**src/design/ahfb_pkg.sv**
```systemverilog
// ----------------------------------------------------------------------------
// ahfb_pkg: shared definitions of the ASCII hex frame builder
// Request codes, the job record that travels from front to back, framing
// characters, sizes and the hex digit encoder.
// ----------------------------------------------------------------------------
package ahfb_pkg;

    localparam int MAX_DATA_BYTES = 16;
    localparam int CNT_W          = $clog2(MAX_DATA_BYTES + 1);
    localparam int AVAIL_W        = (CNT_W > 4) ? CNT_W : 4;
    localparam int QUEUE_DEPTH    = 2;
    localparam int QPTR_W         = $clog2(QUEUE_DEPTH);
    localparam int QCNT_W         = $clog2(QUEUE_DEPTH + 1);

    localparam logic [7:0] CH_SOX  = 8'h01;
    localparam logic [7:0] CH_STX  = 8'h02;
    localparam logic [7:0] CH_ETX  = 8'h03;
    localparam logic [7:0] CH_ZERO = 8'h30;

    typedef enum logic [1:0] {
        REQ_OPEN  = 2'd0,
        REQ_DATA  = 2'd1,
        REQ_CLOSE = 2'd2,
        REQ_NONE  = 2'd3
    } t_req;

    typedef struct packed {
        t_req        kind;
        logic [3:0]  station;
        logic [7:0]  command_code;
        logic [7:0]  data_number;
        logic [63:0] data_value;
        logic [3:0]  nbytes;
    } t_job;

    function automatic logic [7:0] hex_char(input logic [3:0] v);
        logic [7:0] c;
        case (v)
            4'h0: c = 8'h30;
            4'h1: c = 8'h31;
            4'h2: c = 8'h32;
            4'h3: c = 8'h33;
            4'h4: c = 8'h34;
            4'h5: c = 8'h35;
            4'h6: c = 8'h36;
            4'h7: c = 8'h37;
            4'h8: c = 8'h38;
            4'h9: c = 8'h39;
            4'hA: c = 8'h41;
            4'hB: c = 8'h42;
            4'hC: c = 8'h43;
            4'hD: c = 8'h44;
            4'hE: c = 8'h45;
            default: c = 8'h46;
        endcase
        return c;
    endfunction

endpackage

```
**src/design/ascii_hex_frame_builder_unit.sv**
```systemverilog
// ----------------------------------------------------------------------------
// ascii_hex_frame_builder_unit: ASCII hex frame builder, top level
// Streams an ASCII hex frame with an additive checksum, one byte per beat.
// ----------------------------------------------------------------------------
// Usage: each input beat is a request. An open request emits seven bytes
// (SOX, station character, two command digits, STX, two data number digits).
// A data request emits two hex digits per appended byte, up to sixteen bytes,
// and nothing once the frame holds its data byte limit. A close request emits
// ETX and two checksum digits, the last marked with o_frame_end. o_run_last
// marks the last byte of each request. Requests that emit nothing are dropped.
// The front takes a request into a two-entry job queue. Each request that is
// kept emits 2 to 16 bytes. The back sequencer sends one byte per cycle while
// the receiver does not stall; when the block is idle the first byte passes
// through the queue, the sequencer's job register and the output register.
// When the receiver stalls, the output register holds its byte, the back
// waits and the queue fills, after which o_ready falls. Synchronous reset
// clears the queue, the output valid and the frame state.
// ----------------------------------------------------------------------------
module ascii_hex_frame_builder_unit (
    input  logic        i_clk,
    input  logic        i_rst_n,
    input  logic        i_valid,
    output logic        o_ready,
    input  logic [1:0]  i_req_type,
    input  logic [3:0]  i_station,
    input  logic [7:0]  i_command_code,
    input  logic [7:0]  i_data_number,
    input  logic [63:0] i_data_value,
    input  logic [3:0]  i_value_bytes,
    output logic        o_valid,
    input  logic        i_ready,
    output logic [7:0]  o_out_byte,
    output logic        o_run_last,
    output logic        o_frame_end
);

    logic           push;
    logic           pop;
    logic           full;
    logic           empty;
    ahfb_pkg::t_job push_job;
    ahfb_pkg::t_job head_job;

    ahfb_front u_front (
        .i_clk          (i_clk),
        .i_rst_n        (i_rst_n),
        .i_valid        (i_valid),
        .o_ready        (o_ready),
        .i_req_type     (i_req_type),
        .i_station      (i_station),
        .i_command_code (i_command_code),
        .i_data_number  (i_data_number),
        .i_data_value   (i_data_value),
        .i_value_bytes  (i_value_bytes),
        .i_full         (full),
        .o_push         (push),
        .o_job          (push_job)
    );

    ahfb_queue u_queue (
        .i_clk   (i_clk),
        .i_rst_n (i_rst_n),
        .i_push  (push),
        .i_job   (push_job),
        .o_full  (full),
        .i_pop   (pop),
        .o_empty (empty),
        .o_job   (head_job)
    );

    ahfb_back u_back (
        .i_clk       (i_clk),
        .i_rst_n     (i_rst_n),
        .i_empty     (empty),
        .i_job       (head_job),
        .o_pop       (pop),
        .o_valid     (o_valid),
        .i_ready     (i_ready),
        .o_out_byte  (o_out_byte),
        .o_run_last  (o_run_last),
        .o_frame_end (o_frame_end)
    );

endmodule

```
**src/design/ahfb_front.sv**
```systemverilog
// ----------------------------------------------------------------------------
// ahfb_front: request intake
// Accepts input beats, tracks frame state and data byte count, drops requests
// that emit nothing and pushes the rest as jobs into the queue.
// ----------------------------------------------------------------------------
module ahfb_front (
    input  logic                i_clk,
    input  logic                i_rst_n,
    input  logic                i_valid,
    output logic                o_ready,
    input  logic [1:0]          i_req_type,
    input  logic [3:0]          i_station,
    input  logic [7:0]          i_command_code,
    input  logic [7:0]          i_data_number,
    input  logic [63:0]         i_data_value,
    input  logic [3:0]          i_value_bytes,
    input  logic                i_full,
    output logic                o_push,
    output ahfb_pkg::t_job      o_job
);

    logic                       r_open;
    logic [ahfb_pkg::CNT_W-1:0] r_cnt;
    logic                       n_open;
    logic [ahfb_pkg::CNT_W-1:0] n_cnt;
    logic                       accept;
    logic [3:0]                 clamp;
    logic [ahfb_pkg::AVAIL_W-1:0] avail;
    logic [3:0]                 nb;
    logic [2:0]                 pad;

    assign o_ready = !i_full;
    assign accept  = i_valid && o_ready;

    assign clamp = (i_value_bytes > 4'd8) ? 4'd8 : i_value_bytes;
    assign avail = ahfb_pkg::AVAIL_W'(ahfb_pkg::MAX_DATA_BYTES)
                 - ahfb_pkg::AVAIL_W'(r_cnt);
    assign nb    = (avail < ahfb_pkg::AVAIL_W'(clamp)) ? avail[3:0] : clamp;
    assign pad   = 3'(4'd8 - clamp);

    always_comb begin
        n_open             = r_open;
        n_cnt              = r_cnt;
        o_push             = 1'b0;
        o_job.kind         = ahfb_pkg::t_req'(i_req_type);
        o_job.station      = i_station;
        o_job.command_code = i_command_code;
        o_job.data_number  = i_data_number;
        o_job.data_value   = i_data_value << {pad, 3'b000};
        o_job.nbytes       = nb;
        if (accept) begin
            unique case (ahfb_pkg::t_req'(i_req_type))
                ahfb_pkg::REQ_OPEN: begin
                    n_open = 1'b1;
                    n_cnt  = '0;
                    o_push = 1'b1;
                end
                ahfb_pkg::REQ_DATA: begin
                    if (r_open && nb != 4'd0) begin
                        o_push = 1'b1;
                        n_cnt  = r_cnt + ahfb_pkg::CNT_W'(nb);
                    end
                end
                ahfb_pkg::REQ_CLOSE: begin
                    if (r_open) begin
                        o_push = 1'b1;
                        n_open = 1'b0;
                        n_cnt  = '0;
                    end
                end
                ahfb_pkg::REQ_NONE: begin
                    o_push = 1'b0;
                end
            endcase
        end
    end

    always_ff @(posedge i_clk) begin
        if (!i_rst_n) begin
            r_open <= 1'b0;
            r_cnt  <= '0;
        end else begin
            r_open <= n_open;
            r_cnt  <= n_cnt;
        end
    end

endmodule

```
**src/design/ahfb_queue.sv**
```systemverilog
// ----------------------------------------------------------------------------
// ahfb_queue: job queue
// A short first-in first-out queue of jobs between the front and the back.
// ----------------------------------------------------------------------------
module ahfb_queue (
    input  logic           i_clk,
    input  logic           i_rst_n,
    input  logic           i_push,
    input  ahfb_pkg::t_job i_job,
    output logic           o_full,
    input  logic           i_pop,
    output logic           o_empty,
    output ahfb_pkg::t_job o_job
);

    ahfb_pkg::t_job              r_mem [ahfb_pkg::QUEUE_DEPTH];
    logic [ahfb_pkg::QPTR_W-1:0] r_wr;
    logic [ahfb_pkg::QPTR_W-1:0] r_rd;
    logic [ahfb_pkg::QCNT_W-1:0] r_cnt;
    logic                        do_push;
    logic                        do_pop;

    assign o_full  = (r_cnt == ahfb_pkg::QCNT_W'(ahfb_pkg::QUEUE_DEPTH));
    assign o_empty = (r_cnt == '0);
    assign o_job   = r_mem[r_rd];
    assign do_push = i_push && !o_full;
    assign do_pop  = i_pop && !o_empty;

    always_ff @(posedge i_clk) begin
        if (do_push) begin
            r_mem[r_wr] <= i_job;
        end
    end

    always_ff @(posedge i_clk) begin
        if (!i_rst_n) begin
            r_wr  <= '0;
            r_rd  <= '0;
            r_cnt <= '0;
        end else begin
            if (do_push) begin
                r_wr <= (r_wr == ahfb_pkg::QPTR_W'(ahfb_pkg::QUEUE_DEPTH - 1))
                      ? '0 : r_wr + 1'b1;
            end
            if (do_pop) begin
                r_rd <= (r_rd == ahfb_pkg::QPTR_W'(ahfb_pkg::QUEUE_DEPTH - 1))
                      ? '0 : r_rd + 1'b1;
            end
            if (do_push && !do_pop) begin
                r_cnt <= r_cnt + 1'b1;
            end else if (do_pop && !do_push) begin
                r_cnt <= r_cnt - 1'b1;
            end
        end
    end

endmodule

```
**src/design/ahfb_back.sv**
```systemverilog
// ----------------------------------------------------------------------------
// ahfb_back: byte sequencer
// Takes queued jobs, steps through their bytes one per cycle unless stalled,
// keeps the running checksum and drives the registered output channel.
// ----------------------------------------------------------------------------
module ahfb_back (
    input  logic           i_clk,
    input  logic           i_rst_n,
    input  logic           i_empty,
    input  ahfb_pkg::t_job i_job,
    output logic           o_pop,
    output logic           o_valid,
    input  logic           i_ready,
    output logic [7:0]     o_out_byte,
    output logic           o_run_last,
    output logic           o_frame_end
);

    logic           r_busy;
    ahfb_pkg::t_job r_job;
    logic [3:0]     r_step;
    logic [3:0]     r_last_step;
    logic [7:0]     r_sum;
    logic           r_valid;
    logic [7:0]     r_byte;
    logic           r_run_last;
    logic           r_frame_end;
    logic           emit;
    logic           at_last;
    logic [7:0]     byte_c;
    logic           add_c;
    logic [7:0]     top;

    assign emit    = r_busy && (!r_valid || i_ready);
    assign at_last = (r_step == r_last_step);
    assign o_pop   = !i_empty && (!r_busy || (emit && at_last));
    assign top     = r_job.data_value[63:56];

    always_comb begin
        byte_c = 8'h00;
        add_c  = 1'b0;
        case (r_job.kind)
            ahfb_pkg::REQ_OPEN: begin
                add_c = (r_step != 4'd0);
                case (r_step)
                    4'd0:    byte_c = ahfb_pkg::CH_SOX;
                    4'd1:    byte_c = ahfb_pkg::CH_ZERO + {4'h0, r_job.station};
                    4'd2:    byte_c = ahfb_pkg::hex_char(r_job.command_code[7:4]);
                    4'd3:    byte_c = ahfb_pkg::hex_char(r_job.command_code[3:0]);
                    4'd4:    byte_c = ahfb_pkg::CH_STX;
                    4'd5:    byte_c = ahfb_pkg::hex_char(r_job.data_number[7:4]);
                    default: byte_c = ahfb_pkg::hex_char(r_job.data_number[3:0]);
                endcase
            end
            ahfb_pkg::REQ_DATA: begin
                add_c  = 1'b1;
                byte_c = r_step[0] ? ahfb_pkg::hex_char(top[3:0])
                                   : ahfb_pkg::hex_char(top[7:4]);
            end
            ahfb_pkg::REQ_CLOSE: begin
                add_c = (r_step == 4'd0);
                case (r_step)
                    4'd0:    byte_c = ahfb_pkg::CH_ETX;
                    4'd1:    byte_c = ahfb_pkg::hex_char(r_sum[7:4]);
                    default: byte_c = ahfb_pkg::hex_char(r_sum[3:0]);
                endcase
            end
            default: begin
                byte_c = 8'h00;
                add_c  = 1'b0;
            end
        endcase
    end

    always_ff @(posedge i_clk) begin
        if (o_pop) begin
            r_job <= i_job;
            case (i_job.kind)
                ahfb_pkg::REQ_OPEN:  r_last_step <= 4'd6;
                ahfb_pkg::REQ_CLOSE: r_last_step <= 4'd2;
                default:             r_last_step <= {3'(i_job.nbytes - 4'd1), 1'b1};
            endcase
        end else if (emit && r_job.kind == ahfb_pkg::REQ_DATA && r_step[0]) begin
            r_job.data_value <= r_job.data_value << 8;
        end
        if (emit) begin
            r_byte      <= byte_c;
            r_run_last  <= at_last;
            r_frame_end <= at_last && (r_job.kind == ahfb_pkg::REQ_CLOSE);
        end
    end

    always_ff @(posedge i_clk) begin
        if (!i_rst_n) begin
            r_busy  <= 1'b0;
            r_step  <= '0;
            r_sum   <= '0;
            r_valid <= 1'b0;
        end else begin
            if (emit) begin
                r_valid <= 1'b1;
                r_step  <= r_step + 1'b1;
                if (r_job.kind == ahfb_pkg::REQ_OPEN && r_step == 4'd0) begin
                    r_sum <= '0;
                end else if (r_job.kind == ahfb_pkg::REQ_CLOSE && at_last) begin
                    r_sum <= '0;
                end else if (add_c) begin
                    r_sum <= r_sum + byte_c;
                end
                if (at_last) begin
                    r_busy <= 1'b0;
                end
            end else if (i_ready) begin
                r_valid <= 1'b0;
            end
            if (o_pop) begin
                r_busy <= 1'b1;
                r_step <= '0;
            end
        end
    end

    assign o_valid     = r_valid;
    assign o_out_byte  = r_byte;
    assign o_run_last  = r_run_last;
    assign o_frame_end = r_frame_end;

endmodule

```
**config.mk**
```make
export PLATFORM = sky130hd
export DESIGN_NAME = ascii_hex_frame_builder_unit
export DESIGN_NICKNAME = d
export VERILOG_FILES = /design/src/design/ahfb_pkg.sv /design/src/design/ascii_hex_frame_builder_unit.sv /design/src/design/ahfb_front.sv /design/src/design/ahfb_queue.sv /design/src/design/ahfb_back.sv
export SDC_FILE = /design/constraint.sdc
export NUM_CORES = 1
export LEC_CHECK = 0
export CAP_MARGIN = 15
export CORE_MARGIN = 5
export CORE_UTILIZATION = 25
export CTS_CLUSTER_DIAMETER = 120
export DETAILED_ROUTE_END_ITERATION = 7
export DONT_BUFFER_PORTS = 1
export PLACE_DENSITY = 0.41
export SYNTH_ARGS = -nofsm -noshare
export SYNTH_HDL_FRONTEND = slang
export SYNTH_SLANG_ARGS = --single-unit
```
**constraint.sdc**
```tcl
create_clock -name i_clk -period 8.5 [get_ports i_clk]
set_clock_uncertainty 0.1 [all_clocks]
set_input_delay 0 -clock i_clk [delete_from_list [all_inputs] [get_ports i_clk]]
set_output_delay 0 -clock i_clk [all_outputs]
set_load 0.05 [all_outputs]
```
# Word-level counts from Yosys, hierarchy flattened
# Memory sizes are Yosys's and may differ from the RTL's. A register that Yosys moved wholly into a read port is not among the register bits.
# Cells that the tools add are included.
dict set report op_classes {
  add_sub_neg 11
  n_lt_le_gt_ge 2
  eq_ne 15
  shift 1
  n_mux 44
  n_bitwise 1
  reduce_logical 41
}
# cell count
set ops {}
lappend ops {{64-bit two-way mux} 2}
lappend ops {{64-bit by 6-bit << shifter with 64-bit output} 1}
lappend ops {{4-bit two-way mux} 12}
lappend ops {{8-bit one-hot mux with 6 select lines} 1}
lappend ops {{8-bit two-way mux} 4}
lappend ops {{8-bit one-hot mux with 3 select lines} 1}
lappend ops {{8-bit one-hot mux with 2 select lines} 1}
lappend ops {{5-bit one-hot mux with 3 select lines} 1}
lappend ops {{1-bit two-way mux} 14}
lappend ops {{1-bit logical AND} 13}
lappend ops {{2-bit nonzero test} 6}
lappend ops {{2-bit equality test (second input constant)} 5}
lappend ops {{5-bit two-way mux} 2}
lappend ops {{8-bit adder} 1}
lappend ops {{4-bit by 2-bit equality test with 1-bit output (second input constant)} 2}
lappend ops {{4-bit by 3-bit equality test with 1-bit output (second input constant)} 2}
lappend ops {{2-bit logical NOT} 4}
lappend ops {{4-bit one-hot mux with 2 select lines} 1}
lappend ops {{4-bit nonzero test} 2}
lappend ops {{6-bit by 4-bit adder with 7-bit output (first input constant)} 1}
lappend ops {{1-bit logical NOT} 6}
lappend ops {{2-bit AND reduction} 3}
lappend ops {{3-bit nonzero test} 2}
lappend ops {{5-bit by 4-bit adder with 5-bit output} 1}
lappend ops {{other kinds (22)} 27}
dict set report totals {
  reg_bits 124
  ramBits 180
  romBits 896
  inputBits 94
  out_inout_bits 12
  wordCells 142
  mem_count 9
}
# name depth word_bits read_ports rd_ports_with_merged_regs wr line_no
set mem_list {}
lappend mem_list {u_queue.r_mem 2 90 1 1 1 ahfb_queue.sv:16} ;# ahfb_pkg::t_job r_mem [ahfb_pkg::QUEUE_DEPTH];
lappend mem_list {{(no name shown)} 16 7 1 1 0 ahfb_pkg.sv:38} ;# case (v)
lappend mem_list {{(no name shown)} 16 7 1 1 0 ahfb_pkg.sv:38}
lappend mem_list {{(no name shown)} 16 7 1 1 0 ahfb_pkg.sv:38}
lappend mem_list {{(no name shown)} 16 7 1 1 0 ahfb_pkg.sv:38}
lappend mem_list {{(no name shown)} 16 7 1 1 0 ahfb_pkg.sv:38}
lappend mem_list {{3 more memories} n/a n/a n/a n/a n/a n/a}

# Depth between registers and ports, before layout
# Gate-level depths: netlist of the first run.
dict set report depth {
  depth_word 14
  ltp_mapped 21
  ltp_nobuf 20
}

# Cells and area by module
# A second synthesis of the first run with hierarchy kept.
dict set report hier_totals {
  hier_cells 1491
  area_unflattened_um2 17439.2
}
# module instances cells_per_inst area_per_inst_um2 seq_area_each_um2
set by_module_without_submodules {}
lappend by_module_without_submodules {ahfb_back 1 806 8051.5 4184.0}
lappend by_module_without_submodules {ahfb_queue 1 305 6759.0 5505.3}
lappend by_module_without_submodules {ahfb_front 1 380 2628.8 120.1}

# Worst setup path after synthesis of the first run
# Ideal clock, no wire load.
dict set report synth_path {
  path_kind {reg-to-reg}
  startpoint {reg u_front.r_cnt[0] (netlist name)}
  endpoint {mem u_queue.r_mem[0][0] (netlist name), enable pin}
  setup_ps 566
  arrival_ps 6644
  required_ps 7834
  setup_slack_ps 1190
  stages_incl_launch_ff 12
  path_buffers 1
  period_less_slack_ps 7310
  path_cell_list {dfxtp_1 inv_1 ha_1 xnor2_1 ha_1 a21o_1 a21oi_1 nand3b_1 mux2_2 a41o_1 buf_2 a21oi_1}
}
dict set report synth_via {
  elab_chain_len 11
}
# element line_no
set synth_rtl {}
lappend synth_rtl {{from (decl)} ahfb_front.sv:23} ;# logic [ahfb_pkg::CNT_W-1:0] r_cnt;
lappend synth_rtl {{from (signal assigned)} ahfb_front.sv:84} ;# r_cnt <= n_cnt;
lappend synth_rtl {{5-bit subtractor (*)} ahfb_front.sv:37} ;# - ahfb_pkg::AVAIL_W'(r_cnt);
lappend synth_rtl {{5-bit by 4-bit < comparator with 1-bit output} ahfb_front.sv:38} ;# assign nb = (avail < ahfb_pkg::AVAIL_W'(clamp)) ? avail[3:0] : clamp;
lappend synth_rtl {{4-bit two-way mux (*)} ahfb_front.sv:38}
lappend synth_rtl {{4-bit nonzero test (*)} ahfb_front.sv:59} ;# if (r_open && nb != 4'd0) begin
lappend synth_rtl {{1-bit logical AND (*)} ahfb_front.sv:59}
lappend synth_rtl {{1-bit two-way mux (*)} ahfb_front.sv:59}
lappend synth_rtl {{1-bit one-hot mux with 4 select lines (*)} ahfb_front.sv:52} ;# unique case (ahfb_pkg::t_req'(i_req_type))
lappend synth_rtl {{1-bit two-way mux (*)} ahfb_front.sv:51} ;# if (accept) begin
lappend synth_rtl {{1-bit logical AND (*)} ahfb_queue.sv:26} ;# assign do_push = i_push && !o_full;
lappend synth_rtl {{1-bit two-way mux (*)} ahfb_queue.sv:30} ;# if (do_push) begin
lappend synth_rtl {{1-bit two-way mux (not written as such) (*)} ahfb_queue.sv:31} ;# r_mem[r_wr] <= i_job;
lappend synth_rtl {{to (decl)} ahfb_queue.sv:16}
# Mark *: on every way between the ends. The rest lies on a longest branch, timed or not.

==> results of run 1 <==
[power groups by stage]
stage	clock network, mW	registers [mW]	logic, mW
CTS	1.89	2.68	1.91
global route	1.95	2.72	2.12
finish	1.82	2.67	1.86
global placement	0	2.71	1.80
detailed placement	0	2.71	1.83
floorplan	0	2.61	1.44
[kinds of logic after synthesis]
kind of cell	Yosys count
AOI/OAI and AO/OA	238
adders and majority gates	40
DFF	349
muxes	181
xor gates and xnor gates	22
other	1
and+or+nand+nor	352
buffers and inverters	117
[critical path: cells and delay by family, from the launching register on]
family	cells	cell delay, ns
AOI/OAI and AO/OA	7	1.60
DFF	1	0.68
buffers and inverters	2	0.10
and+or+nand+nor	3	0.54
adders and majority gates	4	1.54
xor gates and xnor gates	1	0.13
muxes	1	0.26
[cell type report]
cell class / instances / area, µm² / area share
clock buffer: 59 / 1220 / 0.0621
clock inverter: 19 / 198 / 0.0101
inverter: 49 / 189 / 0.00961
multi-input combinational: 834 / 5890 / 0.299
sequential: 349 / 9750 / 0.496
tap: 855 / 1070 / 0.0544
timing repair buffer: 138 / 1340 / 0.0682
[through the flow]
stage | utilization | std cells
floorplan | - | 1300
global placement | 0.265 | 2103
detailed placement | 0.265 | 2103
CTS | 0.307 | 2303
global route | 0.307 | 2303
finish | 0.307 | 2303
[layout by cell type (no fill, tap or decap), types with 13 or more instances in the layout]
cell type	instances
nor2_1	79
o21ai_0	87
mux4_2	15
mux2i_1	131
buf_4	16
a21oi_1	51
clkbuf_16	45
mux2_2	30
dlygate4sd3_1	122
ha_1	38
and2_1	15
a31oi_1	13
dfxtp_1	72
edfxtp_1	276
inv_1	43
nand3_1	21
nand2_1	165
[worst max-delay path by stage]
stage	to	startpoint
3_5_place_dp	flip-flop	u_back.r_step[0]
5_1_grt	flip-flop	u_back.r_step[0]
6_report	flip-flop	u_back.r_step[0]
2_1_floorplan	u_queue.r_mem[0][0]	u_front.r_cnt[0]
3_3_place_gp	flip-flop	u_back.r_step[0]
4_1_cts	flip-flop	u_back.r_step[0]
[layer usage]
layer  share of wire  vias to the layer above  track usage
met3           0.044                       53       0.0236
met4           0.021                        0       0.0306
li1                -                     5021            -
met1            0.48                     5086        0.151
met5               0                        -            0
met2            0.46                      200        0.178
==> impl_metrics.json, run 1 <==
{
  "status": "finished clean",
  "rrSetupSlack_ns": 3.48,
  "synth_most_common_cell": "edfxtp_1",
  "timing.setup.tns_ns": 0,
  "grt_remaining_overflow": 0,
  "worstRegToRegCells": 18,
  "fin_nets": 1548,
  "ioPinCount": 106,
  "synthXorXnorAreaFrac": 0.0120,
  "dieArea_mm2": 0.0695,
  "critPathRequiredTime_ns": 8.88,
  "ctsHoldBuffers": 122,
  "yosys_warnings": 0,
  "final_area_mm2": 0.0197,
  "drt-initial-drc-count": 505,
  "antenna_found_initial": 0,
  "critPathMaxFanout": 15,
  "synth_compound_area_frac": 0.0915,
  "slew_viol_final": 0,
  "postSynthCellCount": 1300,
  "synth-seq-cells": 349,
  "synth.top_cell.area_share": 0.515,
  "hold-path-cell-count": 1,
  "post_cts_resized": 0,
  "synth.avg_cell_area_um2": 12.4,
  "die_w_um": 264,
  "path_cells": "ha_1 -> nor2_1 -> a21o_1 -> a2111oi_0 -> o21ai_0 -> and3_1 -> ha_1 -> fa_1 -> a21o_1 -> a21oi_1 -> xnor2_1 -> a22o_1 -> and2_1 -> inv_1 -> ha_1 -> inv_1 -> mux2_2 -> a21oi_1",
  "hold_path_class": "in2reg",
  "cp-end-kind": "flip-flop",
  "power_mw": 6.35,
  "tritoncts": "done",
  "slowest_delay_ns": 0.68,
  "relSlewSlack": 0.348,
  "synthDistinctLibCells": 75,
  "post-cts-setup-buffers": 0,
  "fin_ws_ns": 3.48,
  "pre_cts_ws_ns": 3.54,
  "crit_path_start_kind": "flip-flop",
  "die_y_um": 264,
  "synth-main-ff-cell": "edfxtp_1",
  "core_area_mm2": 0.0641,
  "synth_mux_area_frac": 0.128,
  "synth_common_cells": "edfxtp_1 (276), nand2_1 (165), mux2i_1 (131)",
  "synth_edf_count": 276,
  "clockBufferDepth": 3,
  "ys_seq_area_frac": 0.606,
  "drive_gt1_frac": 0.115,
  "drv_cap": 0,
  "synthSimpleGateAreaFrac": 0.0983,
  "grt_pass1_wl_mm": 61.6,
  "clock_latency_ns": 0.56,
  "antenna_left": 0,
  "min_from": "i_command_code[7]",
  "dpl_cell_area_mm2": 0.0170,
  "fin_crit_sh": 0.590,
  "fmax_mhz": 199,
  "critPathKind": "reg2reg",
  "synth_top_family_by_area": "multiplexers",
  "grt_pass1_vias": 10636,
  "tightest_slew_ns": 0.977,
  "clkPwrFrac": 0.286,
  "htreeDepth": 2,
  "netlist_area_mm2": 0.0161,
  "ctsRootBufferMaster": "clkbuf_16",
  "hpwl_mm": 25.5,
  "p_int_mw": 4.23,
  "p_comb_frac": 0.293,
  "critPathArrivalTime_ns": 5.39,
  "viasPerCell": 4.50,
  "rsz0062_at_grt": "false",
  "p_leak_nw": 7.12,
  "timing.rr.start": "u_back.r_step[0]",
  "synth_nets": 1434,
  "port_buffers": 0,
  "vias": 10360,
  "dr.pass1.iters": 5,
  "hold_viol": 0,
  "routed_wl_mm": 39.0,
  "path_clk_slew_ns": 0.06,
  "area_growth_pct": 22.2,
  "cts.sinks": 349,
  "switching_share": 0.334,
  "p_switching_mw": 2.12,
  "gp_congestion": 0.801,
  "setup_viol": 0,
  "synthAdderAreaFrac": 0.0320,
  "yosysTopAreaCell": "edfxtp_1",
  "fin_hold_ws_ns": 0.0359,
  "crit_slowest_cell": "dfxtp_1",
  "power_density_mw_per_mm2": 323,
  "antenna_cells": 0,
  "fill_cells": 6430,
  "grt_max_degree": 75,
  "fp-row-count": 93,
  "route.detailed.drc": 0,
  "ir_drop_mv": 0.158,
  "initial_core_util": 0.251,
  "grt_use_total": 0.110,
  "numCtsBuffers": 42,
  "synthTopCellsByArea": "edfxtp_1 (52%), dfxtp_1 (9.1%), mux2i_1 (8.2%)",
  "async_flop_share": 0,
  "avgRoutedWirePerCell_um": 16.9,
  "p_seq_frac": 0.421,
  "period_needed_ns": 5.02,
  "hold_path_end": "u_queue.r_mem[1][83]",
  "crit_top_cell": "ha_1"
}
No activity file was read; power rests on OpenSTA's default activity.
==> run 2: changes to the inputs <==
Settings changed: PLACE_DENSITY 0.41 to 0.43.
Clock period 8.5 ns to 4.6 ns, I/O delays scaled along.
==> run 2 against run 1 <==
Against the previous run:
- via count fell by 0.22%
- power up 84%
- critical path depth rose by 1
- final area grew 0.84%
- final cell count grew 0.74%
- critical path type unchanged
- largest cell class unchanged
- hold slack better by 0.00067 ns
- global-route usage is essentially flat
- maximum frequency grew 19%
- die area stayed put
- core utilization grew 0.26 points
- count of clock-buffer cells in the layout shrank 3
- highest routed layer unchanged
==> impl_metrics.json, run 2 (synthesis results as in run 1) <==
{
  "status": "finished clean",
  "final_common_cell": "edfxtp_1",
  "worstRegToRegCells": 19,
  "drv_cap": 0,
  "final_area_mm2": 0.0198,
  "clockBufferDepth": 3,
  "rrSetupSlack_ns": 0.38,
  "fin_crit_sh": 0.918,
  "p_leak_nw": 7.19,
  "viasPerCell": 4.46,
  "drive_gt1_frac": 0.124,
  "crit_path_start_kind": "flip-flop",
  "route.detailed.drc": 0,
  "hold_path_end": "u_queue.r_mem[1][71]",
  "die_y_um": 264,
  "ir_drop_mv": 0.253,
  "met1_length_mm": 18.1,
  "setup_viol": 0,
  "vias": 10337,
  "timing.setup.tns_ns": 0,
  "stdcell_count": 2320,
  "avgRoutedWirePerCell_um": 16.8,
  "path_clk_slew_ns": 0.06,
  "port_buffers": 0,
  "mostFrequentLayoutCells": "edfxtp_1 (276), nand2_1 (164), mux2i_1 (131)",
  "critPathTopFamily": "compound AO/OA/AOI/OAI gates",
  "critPathMaxFanout": 7,
  "hold_path_class": "in2reg",
  "grt_pass1_vias": 10572,
  "hold_viol": 0,
  "highest_layer": "met4",
  "initial_core_util": 0.251,
  "critPathKind": "reg2reg",
  "grt_pass1_wl_mm": 61.4,
  "dieArea_mm2": 0.0695,
  "cts.sinks": 349,
  "grt_use_total": 0.110,
  "core_area_mm2": 0.0641,
  "hold-path-cell-count": 1,
  "drt-initial-drc-count": 631,
  "relSlewSlack": 0.351,
  "grt_remaining_overflow": 0,
  "dp.cells": 2116,
  "period_needed_ns": 4.22,
  "cp.buffers_inverters": 3,
  "antenna_left": 0,
  "dpl_cell_area_mm2": 0.0172,
  "critPathRequiredTime_ns": 4.97,
  "rsz0062_at_grt": "false",
  "ctsRootBufferMaster": "clkbuf_16",
  "critPathArrivalTime_ns": 4.59,
  "hpwl_mm": 26.2,
  "fin_nets": 1566,
  "path_cells": "inv_2 -> ha_4 -> o21ai_0 -> a21o_1 -> a2111oi_2 -> o21ai_0 -> and3_1 -> ha_1 -> fa_1 -> a21o_1 -> a21oi_1 -> xnor2_1 -> a22o_1 -> and2_1 -> inv_1 -> ha_1 -> inv_1 -> mux2_2 -> a21oi_1",
  "htreeDepth": 2,
  "wl_met3_mm": 1.76,
  "timing.rr.start": "u_back.r_step[0]",
  "min_from": "i_data_number[3]",
  "gp_congestion": 0.807,
  "fp-row-count": 93,
  "antenna_cells": 0,
  "routed_wl_mm": 38.9,
  "tritoncts": "done",
  "die_w_um": 264,
  "crit_slowest_cell": "fa_1",
  "dr.pass1.iters": 5,
  "numCtsBuffers": 41,
  "route.met2.wl_mm": 18.3,
  "tightest_slew_ns": 0.972,
  "ioPinCount": 106,
  "area_growth_pct": 23.2,
  "fmax_mhz": 237,
  "final_util": 0.309,
  "clock_latency_ns": 0.54,
  "power_density_mw_per_mm2": 590,
  "antenna_found_initial": 0,
  "slew_viol_final": 0,
  "slowest_delay_ns": 0.47,
  "cp-end-kind": "flip-flop",
  "fill_cells": 6501,
  "power_mw": 11.7,
  "grt_max_degree": 110
}
[run 2: cell type report]
cell class	count	area, µm²	area share
clock inverters	20	149	0.00751
flip-flops and latches	349	9750	0.492
well taps	855	1070	0.0540
inverters	49	189	0.00953
clock buffers	56	1190	0.0603
multi-input cells	834	5920	0.299
repair buffers	157	1550	0.0780
[run 2: per-layer routing]
layer / GRT usage / vias to the layer above
met5: 0 / -
met4: 0.0291 / 0
met3: 0.0225 / 55
met2: 0.182 / 207
met1: 0.148 / 5023
li1: - / 5052
[run 2: through the flow]
stage | hold WS, ns | worst slack [ns]
3_5_place_dp | -0.000997 | 0.116
2_1_floorplan | -0.00439 | 0.263
4_1_cts | 0.000672 | 0.0785
3_3_place_gp | -0.00101 | 0.150
6_report | 0.0365 | 0.379
5_1_grt | 0.00654 | 0.0215
[run 2: how the worst max path moves through the flow]
stage,slack (ns),start,to,cells past startpoint
6_report,0.38,u_back.r_step[0],flip-flop,19
5_1_grt,0.02,u_back.r_step[1],flip-flop,21
4_1_cts,0.08,u_back.r_step[0],flip-flop,16
3_5_place_dp,0.12,u_back.r_step[0],flip-flop,16
3_3_place_gp,0.15,u_back.r_step[0],flip-flop,16
2_1_floorplan,0.26,u_front.r_cnt[0],u_queue.r_mem[0][0],11
[run 2: timing repair]
item,CTS,global route
gates resized for setup,0,10
hold buffers,125,0
setup endpoints to repair,0,2
endpoints found under the hold margin,211,0
setup buffers,0,3
[run 2: power by group]
part / total [mW] / switching, mW / internal, mW
Combinational: 3.55 / 2.19 / 1.36
Clock: 3.21 / 1.28 / 1.93
Sequential: 4.93 / 0.438 / 4.49
